$ cat src/rtl/assert_macros.svh
// Assertion helper macros shared by the mass assignment RTL.
// Depends on nothing; the macros expand to nothing when SYNTHESIS is defined.
`ifndef ASSERT_MACROS_SVH
`define ASSERT_MACROS_SVH
`ifndef SYNTHESIS
// Checked on every clock edge while reset is released.
`define CMA_ASSERT(lbl, clk, rst_n, prop) \
    lbl: assert property (@(posedge clk) disable iff (!rst_n) prop) \
        else $error("cma assertion failed");
// Checked on every clock edge, reset included.
`define CMA_ASSERT_ALWAYS(lbl, clk, prop) \
    lbl: assert property (@(posedge clk) prop) \
        else $error("cma assertion failed");
`else
`define CMA_ASSERT(lbl, clk, rst_n, prop)
`define CMA_ASSERT_ALWAYS(lbl, clk, prop)
`endif
`endif

$ cat src/rtl/cma_mod.sv
// Bit-serial remainder unit: dividend modulo a small side length.
// Stand-alone; one dividend bit is folded in per cycle.
`default_nettype none
module cma_mod #(
    parameter int QW = 32,
    parameter int NW = 7
) (
    input  wire logic          i_clk,
    input  wire logic          i_rst_n,
    input  wire logic          i_start,
    input  wire logic [QW-1:0] i_div,
    input  wire logic [NW-1:0] i_n,
    output logic      [NW-1:0] o_rem,
    output logic               o_busy
);

    localparam int KW = $clog2(QW + 1);

    logic [QW-1:0] r_q;
    logic [NW-1:0] r_rem;
    logic [KW-1:0] r_cnt;
    logic          r_busy;
    logic [NW:0]   w_trial;
    logic [NW-1:0] w_next;

    // The running remainder stays below n, so one compare and subtract keeps it there.
    always_comb begin
        w_trial = {r_rem, r_q[QW-1]};
        if (w_trial >= {1'b0, i_n}) begin
            w_next = NW'(w_trial - {1'b0, i_n});
        end else begin
            w_next = NW'(w_trial);
        end
    end

    always_ff @(posedge i_clk) begin
        if (!i_rst_n) begin
            r_busy <= 1'b0;
        end else if (i_start) begin
            r_busy <= 1'b1;
        end else if (r_busy && r_cnt == KW'(1)) begin
            r_busy <= 1'b0;
        end
    end

    always_ff @(posedge i_clk) begin
        if (i_start) begin
            r_q   <= i_div;
            r_rem <= '0;
            r_cnt <= KW'(QW);
        end else if (r_busy) begin
            r_q   <= r_q << 1;
            r_rem <= w_next;
            r_cnt <= r_cnt - KW'(1);
        end
    end

    assign o_rem  = r_rem;
    assign o_busy = r_busy;

endmodule
`default_nettype wire

$ cat config.mk
export PLATFORM = sky130hd
export DESIGN_NAME = cma_mod
export DESIGN_NICKNAME = d
export VERILOG_FILES = /design/src/rtl/assert_macros.svh /design/src/rtl/cma_mod.sv
export SDC_FILE = /design/constraint.sdc
export NUM_CORES = 1
export LEC_CHECK = 0
export ABC_AREA = 1
export BUFFER_PORTS_ARGS = -buffer_cell sky130_fd_sc_hd__buf_2
export CAP_MARGIN = 10
export CORE_UTILIZATION = 40
export CTS_CLUSTER_DIAMETER = 150
export CTS_CLUSTER_SIZE = 28
export DETAILED_ROUTE_END_ITERATION = 8
export PLACE_DENSITY = 0.59
export SLEW_MARGIN = 30
export SYNTH_ARGS = -nofsm -noshare
export SYNTH_HDL_FRONTEND = slang
export SYNTH_SLANG_ARGS = --single-unit
export TNS_END_PERCENT = 5
$ cat constraint.sdc
create_clock -name i_clk -period 3.25 [get_ports i_clk]
set_clock_uncertainty 0.15 [all_clocks]
set_input_delay 0.1625 -clock i_clk [delete_from_list [all_inputs] [get_ports i_clk]]
set_output_delay 0.1625 -clock i_clk [all_outputs]
set_load 0.02 [all_outputs]
After elaboration in Yosys (flattened, before gate mapping):

Index checks and enable logic that the tools add are counted.

* register bits: 46
* bits of input ports: 42

* equality and inequality tests: 1
* add/subtract/negate cells: 2
* reductions and logical operators: 3
* $lt $le $gt $ge: 1
* mux-type cells: 5

Operators by type and width (number)
* 32-bit 2-to-1 mux: 2
* 8-bit by 7-bit greater-or-equal comparator with 1-bit output: 1
* 7-bit 2-to-1 mux: 1
* 7-bit subtractor: 1
* 6-bit by 1-bit == test with 1-bit output, second input constant: 1
* 6-bit by 1-bit subtractor with 6-bit output, second input constant: 1
* 2-bit nonzero test: 2
* 1-bit 2-to-1 mux: 2
* 1-bit logical AND: 1

Longest topological paths before layout:

Gate-level depths: netlist of the first run.

* word-level depth: 4
* gate-level depth with buffers: 14

Least setup slack after synthesis of the first run:

Ideal clock, no wire load.

* path type: reg2reg
* start point: reg r_q[31]
* end point: reg r_rem[5], in the netlist o_rem[5]
* cell stages (with the launch flop): 15
* data arrival time: 1579 ps
* slack: 1409 ps
* buffers on the path: 0
* setup time: 112 ps
* cell sequence: edfxtp_1 inv_1 ha_1 inv_2 fa_1 nand2_1 nand2_1 nand2_2 nand2_2 nand2_4 nand3_1 nand2_1 inv_1 nand2_1 nand2_1

* word-level cells in the longest chain between the ends: 2
* elaborated cells between the ends (all ways): 3
* those cells by class: add/sub: 1; order compare: 1; mux: 1

Ends and longest elaborated chain
* from (decl): line cma_mod.sv:19 `logic [QW-1:0] r_q;`
* from (signal assigned): line cma_mod.sv:48 `r_q <= i_div;`
* from (signal assigned): line cma_mod.sv:52 `r_q <= r_q << 1;`
* 7-bit subtractor / 8-bit by 7-bit greater-or-equal comparator with 1-bit output (equally long branches): line cma_mod.sv:30, cma_mod.sv:29
* 7-bit 2-to-1 mux *: line cma_mod.sv:29 `if (w_trial >= {1'b0, i_n}) begin`
* to (signal assigned): line cma_mod.sv:53 `r_rem <= w_next;`
* to (decl): line cma_mod.sv:20 `logic [NW-1:0] r_rem;`

Every way passes the cells marked *; elsewhere a longest branch is shown, timed or not.
A chain may end at the register's enable or synchronous reset.

Final worst setup path of the first run:

* start point: reg r_q[31]
* end point: reg r_rem[0], in the netlist o_rem[0]

Same word-level chain as after synthesis.

==> metrics.md, run 1 <==
| Metric | Value |
|---|---|
| Status | `finished clean` |
| CTS Buffer Depth | `2` |
| Final std cells w/o fill | `431` |
| Die width | `78.87 µm` |
| RSZ-0062 raised after global routing | `no` |
| Layout cell share with drive strength beyond 1 | `19.22%` |
| CTS tree | `yes` |
| Hold path startpoint | `i_div[11]` |
| Worst Path Required | `3320 ps` |
| Htree depth | `2` |
| Final Critical Period | `2014 ps` |
| Reg2reg end | `o_rem[0]` |
| Max Cap Viol | `0` |
| Worst slew pin tran | `756.5 ps` |
| Met2 routed WL | `2287 µm` |
| R2r setup slk | `1240 ps` |
| Crit path buf inv count | `2` |
| Initial antenna violation count | `0` |
| Synthesis Warnings | `0` |
| Max-slew headroom at the worst pin | `49.49%` |
| Post-DP Area | `0.002668 mm²` |
| Most frequent cells in the layout | `nand2_1 (131), buf_2 (49), edfxtp_1 (32)` |
| Mapped Cells | `283` |
| Commonest non-fill, non-tap cell in the layout | `nand2_1` |
| Worst EP arrival | `2080 ps` |
| Achievable clock frequency | `496.5 MHz` |
| Initial DRC Count | `90` |
| Setup Total Neg Slack | `0 ps` |
| # DRC | `0` |
| Syn Nets | `335` |
| DPL Wire Length | `3174 µm` |
| Synth cell types | `30` |
| Most used cell, CP | `nand2_1` |
| Crit Reg-Reg Startpoint | `r_q[31]` |
| I/O pins | `50` |
| Cts repair resizes | `0` |
| Hold WC Path Type | `in -> reg` |
| Gr usage total | `17.11%` |
| Maximum VDD drop | `245.1 µV` |
| Metal-1 WL | `2297 µm` |
| Max stage delay on crit path | `400 ps` |
| Final period utilization | `61.97%` |
| Clock transition at path regs | `80 ps` |
| Final Instance Area | `0.003009 mm²` |
| R2R cell count | `13` |
| Hold buffers post-CTS | `23` |
| Total number of vias | `2006` |
| Initial Util | `42.15%` |
| Count of final hold-check violations | `0` |
| Clock root buffer | `clkbuf_8` |
| Total die area | `0.006220 mm²` |
| Port Buffers | `49` |
| Vias per inst | `4.654` |
| Global route overflow | `0` |
| Critical path fanouts, max | `9` |
| Cell family with most CP delay | `simple AND/OR/NAND/NOR gates` |
| Global-route wire length before repair | `8204 µm` |
| Worst hold path endpoint | `r_q[11]` |
| Synth Area per Inst | `8.352 µm²` |
| Flop pwr share | `55.5%` |
| Pwr dens | `430.7 mW/mm²` |
| Dpl cells | `397` |
| GPL Wtd Cong | `0.7862` |
| Mapped cell area | `0.002364 mm²` |
| Clk sinks | `46` |
| Startpoint types | `register` |
| Comb pwr share | `19.1%` |
| LEAKAGE | `1.520 nW` |
| Worst path slowest cell | `fa_1` |
| Fin nets | `410` |
| Max-slew violations | `0` |
| Worst hold path cell count | `3` |
| DR pass1 iterations | `4` |
| Pin count of the biggest net entering global routing | `40` |
| Clock Latency Late Sink | `290 ps` |
| Synth Register Bits | `46` |
| Clock share of power | `25.3%` |
| CP endpoint kind | `register` |
| Vias in the first global route | `1863` |
| Sw frac | `26.73%` |
| Final Setup Violations | `0` |
| Sw power | `346.4 µW` |
| Core Area | `0.005608 mm²` |
| FP Rows | `27` |
| Diode count | `0` |
| P_int | `949.6 µW` |
| Total setup buffers inserted after CTS | `0` |
| Die span in y | `78.87 µm` |
| Critical path class | `reg -> reg` |
| DR top layer | `met4` |
| Area grow syn2layout | `27.32%` |
| Final ANT Viol Nets | `0` |
| Detailed-routed wire length on met3 | `174 µm` |
| CTS Buf Count | `5` |
| Routed wire per std cell | `11.15 µm` |
| Drt total wl | `4804 µm` |
| Post-synthesis sequential area ratio | `52.51%` |
| CP Cell Sequence | `inv_1 > ha_1 > inv_2 > fa_1 > nand2_1 > nand2_1 > nand2_2 > nand2_2 > nand2_4 > nand2_4 > nand2_1 > nand3_1 > o21ai_1` |
metal layers:
metal / track usage [%] / vias up
met1: 21.51 / 913
met4: 6.182 / 0
met2: 28.52 / 33
li1: - / 1055
met5: 0 / -
met3: 4.253 / 5
worst min-delay path: cells and delay by family:
family	cells	cell delay, ps
and+or+nand+nor	2	100
buffers and inverters	1	70
power groups by stage:
stage          sequential (mW)  combinational [mW]  clock [mW]
3_3_place_gp             0.731               0.221           0
6_report                 0.720               0.248       0.328
4_1_cts                  0.720               0.246       0.339
5_1_grt                  0.727               0.287       0.358
3_5_place_dp             0.733               0.225           0
2_1_floorplan            0.733               0.155           0
final cells by class:
type                       instances  area (µm²)
clock buffer                       6       72.57
clock inverter                     2       8.758
fill                             549        2599
inverter                          33       123.9
multi-input combinational        197       967.2
sequential                        46        1241
tap                               72       90.09
timing repair buffer              75       505.5
synth_stat cells:
cell type  number  area, µm²
nand3b_1        2      15.01
inv_2           5      18.77
nor4_1          1      6.260
o21ai_1         5      25.02
nor2_1          5      18.77
o311ai_1        1      8.760
nand2_2         2      12.51
a21oi_1         6      30.03
nand2_1       131      491.7
buf_2           4      20.02
inv_1          27      101.4
xnor2_1         2      17.52
nor3_2          2      20.02
nor2_2          1      6.260
fa_1            1      20.02
nand4_1         2      12.51
clkinv_1        1      3.750
xor2_1          1      8.760
nand3_1        17      85.08
a21oi_4         1      16.27
nor3_1          1      5.000
nand2_4         2      22.52
dfxtp_1        14      280.3
a21o_1          1      7.510
edfxtp_1       32      960.9
clkbuf_1        3      11.26
o21ai_0         2      10.01
ha_1            9      112.6
or2_1           1      6.260
or2_4           1      8.760
sequential cells by signal (all words and copies together), names as in the netlist:
register  count
o_busy        1
r_cnt         6
r_q          32
o_rem         7
cell families (layout without fill, tap and decap cells):
family / count (synthesis) / after routing / share of synthesized area (%)
and+or+nand+nor: 168 / 168 / 30.07
DFF: 46 / 46 / 52.51
AOI/OAI and AO/OA: 16 / 16 / 4.129
xor gates and xnor gates: 3 / 3 / 1.112
buffers and inverters: 40 / 116 / 6.564
adders and majority gates: 10 / 10 / 5.612
per-stage QoR:
step	utilization, %	power (mW)	worst slack (ps)	hold slack [ps]
after floorplan	-	0.8882	1409	158.7
after global placement	47.57	0.9526	1166	252.3
after detailed placement	47.57	0.9576	1135	260.4
after CTS	53.12	1.306	1243	0.2028
after global routing	53.66	1.371	1059	14.13
final	53.66	1.296	1236	2.815
how the worst max path moves through the flow:
| stage | startpoint | end | slack [ps] | cells past startpoint |
|---|---|---|---|---|
| 2_1_floorplan | r_q[31] | o_rem[5] | 1410 | 14 |
| 3_3_place_gp | i_start | r_q[5] | 1170 | 3 |
| 3_5_place_dp | i_start | r_q[4] | 1140 | 3 |
| 4_1_cts | r_q[31] | o_rem[3] | 1240 | 13 |
| 5_1_grt | r_q[31] | o_rem[6] | 1060 | 14 |
| 6_report | r_q[31] | o_rem[0] | 1240 | 13 |
Power figures use the tool's default switching activity.
==> run 2: changes to the inputs <==
--- a/config.mk
+++ b/config.mk
@@ -12,7 +12,7 @@
 export CTS_CLUSTER_DIAMETER = 150
 export CTS_CLUSTER_SIZE = 28
 export DETAILED_ROUTE_END_ITERATION = 8
-export PLACE_DENSITY = 0.59
+export PLACE_DENSITY = 0.61
 export SLEW_MARGIN = 30
 export SYNTH_ARGS = -nofsm -noshare
 export SYNTH_HDL_FRONTEND = slang
==> constraint.sdc (replaced) <==
create_clock -name i_clk -period 1.8 [get_ports i_clk]
set_clock_uncertainty 0.15 [all_clocks]
set_input_delay 0.09 -clock i_clk [delete_from_list [all_inputs] [get_ports i_clk]]
set_output_delay 0.09 -clock i_clk [all_outputs]
set_load 0.02 [all_outputs]
==> run 2 against run 1 <==
The run now ends with setup timing left. Clock-buffer cell count fell by 1. Cell count increased by 5.3%. Non-clock buffer count is 22 higher. Design area is 9.2% higher. Flip-flop and latch count unchanged. Global-route usage up 0.85 points. Setup slack got worse by 1400 ps. Critical path type unchanged. Largest power group unchanged.
==> metrics.md, run 2 (same netlist as run 1, synthesis figures left out) <==
| Metric | Value |
|---|---|
| Status | `complete, but fails checks (was finished clean)` |
| Failing checks | `setup timing` |
| Max-slew headroom at the worst pin | `63.67% (was 49.49%)` |
| CTS Buffer Depth | `2 (unchanged)` |
| Max stage delay on crit path | `390 ps (was 400 ps)` |
| Final ANT Viol Nets | `0 (unchanged)` |
| Final period utilization | `107.2% (was 61.97%)` |
| Vias in the first global route | `1910 (was 1863)` |
| Layout cell share with drive strength beyond 1 | `25.13% (was 19.22%)` |
| Htree depth | `2 (unchanged)` |
| Die width | `78.87 µm (unchanged)` |
| Port Buffers | `49 (unchanged)` |
| Diode count | `0 (unchanged)` |
| I/O pins | `50 (unchanged)` |
| Global-route wire length before repair | `8549 µm (was 8204 µm)` |
| Fin nets | `433 (was 410)` |
| Max Cap Viol | `0 (unchanged)` |
| Commonest non-fill, non-tap cell in the layout | `nand2_1 (unchanged)` |
| Global route overflow | `0 (unchanged)` |
| Final Setup Violations | `7 (was 0)` |
| DR pass1 iterations | `4 (unchanged)` |
| Pin count of the biggest net entering global routing | `35 (was 40)` |
| Post-DP Area | `0.002773 mm² (was 0.002668 mm²)` |
| Worst hold path endpoint | `r_q[30] (was r_q[11])` |
| Hold path startpoint | `i_start (was i_div[11])` |
| Critical path class | `reg -> reg (unchanged)` |
| Total die area | `0.006220 mm² (unchanged)` |
| Hold WC Path Type | `in -> reg (unchanged)` |
| Biggest register | `r_q (unchanged)` |
| Total number of vias | `2039 (was 2006)` |
| Setup Total Neg Slack | `-736.7 ps (was 0 ps)` |
| Final Instance Area | `0.003287 mm² (was 0.003009 mm²)` |
| Initial antenna violation count | `0 (unchanged)` |
| RSZ-0062 raised after global routing | `yes (was no)` |
| # DRC | `0 (unchanged)` |
| Clock Latency Late Sink | `300 ps (was 290 ps)` |
| Pwr dens | `787.6 mW/mm² (was 430.7 mW/mm²)` |
| Number of flip-flops in the largest register | `32 (unchanged)` |
| Clock root buffer | `clkbuf_8 (unchanged)` |
| Overall power | `2.589 mW (was 1.296 mW)` |
| Clk sinks | `46 (unchanged)` |
| Worst slew pin tran | `544.2 ps (was 756.5 ps)` |
| Max-slew violations | `0 (unchanged)` |
| Worst path slowest cell | `fa_2 (was fa_1)` |
| R2R cell count | `10 (was 13)` |
| LEAKAGE | `1.649 nW (was 1.520 nW)` |
| Worst EP arrival | `1980 ps (was 2080 ps)` |
| Die span in y | `78.87 µm (unchanged)` |
| Clock transition at path regs | `80 ps (about the same)` |
| Crit Reg-Reg Startpoint | `r_q[31] (unchanged)` |
| Initial DRC Count | `96 (was 90)` |
| Final Critical Period | `1930 ps (was 2014 ps)` |
| Initial Util | `42.15% (unchanged)` |
| Gr usage total | `17.95% (was 17.11%)` |
| Vias per inst | `4.491 (was 4.654)` |
| Worst hold path cell count | `3 (unchanged)` |
| CP endpoint kind | `register (unchanged)` |
| CTS tree | `yes (unchanged)` |
| Reg2reg end | `o_rem[2] (was o_rem[0])` |
| Cell family with most CP delay | `adder cells (was simple AND/OR/NAND/NOR gates)` |
| Most frequent cells in the layout | `nand2_1 (127), buf_2 (49), dlygate4sd3_1 (34) (was nand2_1 (131), buf_2 (49), edfxtp_1 (32))` |
| Worst Path Required | `1850 ps (was 3320 ps)` |
| Final Worst Setup Slack | `-129.7 ps (was 1236 ps)` |
| Drt total wl | `5134 µm (was 4804 µm)` |
| Startpoint types | `register (unchanged)` |
| Maximum VDD drop | `681.6 µV (was 245.1 µV)` |
| Critical path fanouts, max | `2 (was 9)` |
| DPL Wire Length | `3335 µm (was 3174 µm)` |
| CP Cell Sequence | `inv_2 > ha_4 > inv_2 > fa_2 > buf_4 > buf_4 > xnor2_1 > nand2_2 > nand3_2 > o21ai_2 (was inv_1 > ha_1 > inv_2 > fa_1 > nand2_1 > nand2_1 > nand2_2 > nand2_2 > nand2_4 > nand2_4 > nand2_1 > nand3_1 > o21ai_1)` |
| Achievable clock frequency | `518.2 MHz (was 496.5 MHz)` |
| Core Area | `0.005608 mm² (unchanged)` |
| Area grow syn2layout | `39.07% (was 27.32%)` |
| Routed wire per std cell | `11.31 µm (was 11.15 µm)` |
| Count of final hold-check violations | `0 (unchanged)` |
| R2r setup slk | `-130 ps (was 1240 ps)` |
| GPL Wtd Cong | `0.8118 (was 0.7862)` |
| FP Rows | `27 (unchanged)` |
| CTS Buf Count | `5 (unchanged)` |
| Crit path buf inv count | `4 (was 2)` |
-- run 2: cell types whose count changed in the layout (fill, tap and decap cells not counted), sizes merged --
cell,previous run,this run
buf,49,63
bufinv,0,1
clkbuf,6,5
dlygate4sd3,26,34
nand2,135,136
-- run 2: worst reg2reg max path, stage by stage, from the launching register on --
cell      delay (ps)
edfxtp_1         380
inv_2             90
ha_4             130
inv_2             40
fa_2             390
buf_4            140
buf_4            120
xnor2_1          200
nand2_2           80
nand3_2           70
o21ai_2           50
-- run 2: final cells by class --
cell class | count | area, µm²
Clock buffer | 5 | 68.82
Clock inverter | 3 | 40.04
Fill cell | 527 | 2321
Inverter | 33 | 123.9
Multi-Input combinational cell | 198 | 1020
Sequential cell | 46 | 1241
Tap cell | 72 | 90.09
Timing Repair Buffer | 97 | 703.2
-- run 2: how the worst max path moves through the flow --
stage	from	endpoint	slack, ps	depth (start not counted)
finish	r_q[31]	o_rem[2]	-130	10
global route	r_q[31]	o_rem[5]	-240	14
CTS	r_q[31]	o_rem[5]	-80	14
detailed placement	r_q[31]	o_rem[5]	-90	14
global placement	r_q[31]	o_rem[5]	-40	14
floorplan	r_q[31]	o_rem[5]	10	14
-- run 2: power breakdown --
part / internal [mW] / switching [mW]
Sequential: 1.25 / 0.0440
Combinational: 0.252 / 0.285
Clock: 0.409 / 0.349
-- run 2: routing by layer --
metal / global-route usage [%] / part of all wire [%] / vias to the layer above
met5: 0 / 0 / -
met4: 7.091 / 1.6 / 0
met3: 2.989 / 3.7 / 7
met2: 28.96 / 47 / 33
met1: 24.08 / 48 / 897
li1: - / - / 1102
-- run 2: per-stage QoR --
stage / hold slack [ps] / cells / setup WS [ps] / utilization (%)
global placement: 175.3 / 409 / -43.41 / 49.44
global route: 65.04 / 454 / -244.1 / 58.61
detailed placement: 186.1 / 409 / -89.47 / 49.44
floorplan: 86.17 / 283 / 12.31 / -
CTS: 31.65 / 452 / -83.80 / 57.65
finish: 34.25 / 454 / -129.7 / 58.61
-- run 2: timing repair --
action | in CTS | in global routing
gates cloned | 1 | 0
setup buffers | 0 | 2
pin swaps | 1 | 4
hold buffers | 34 | 0
gates resized for setup | 2 | 9
hold endpoints to repair | 34 | 0
setup endpoints to repair | 7 | 7
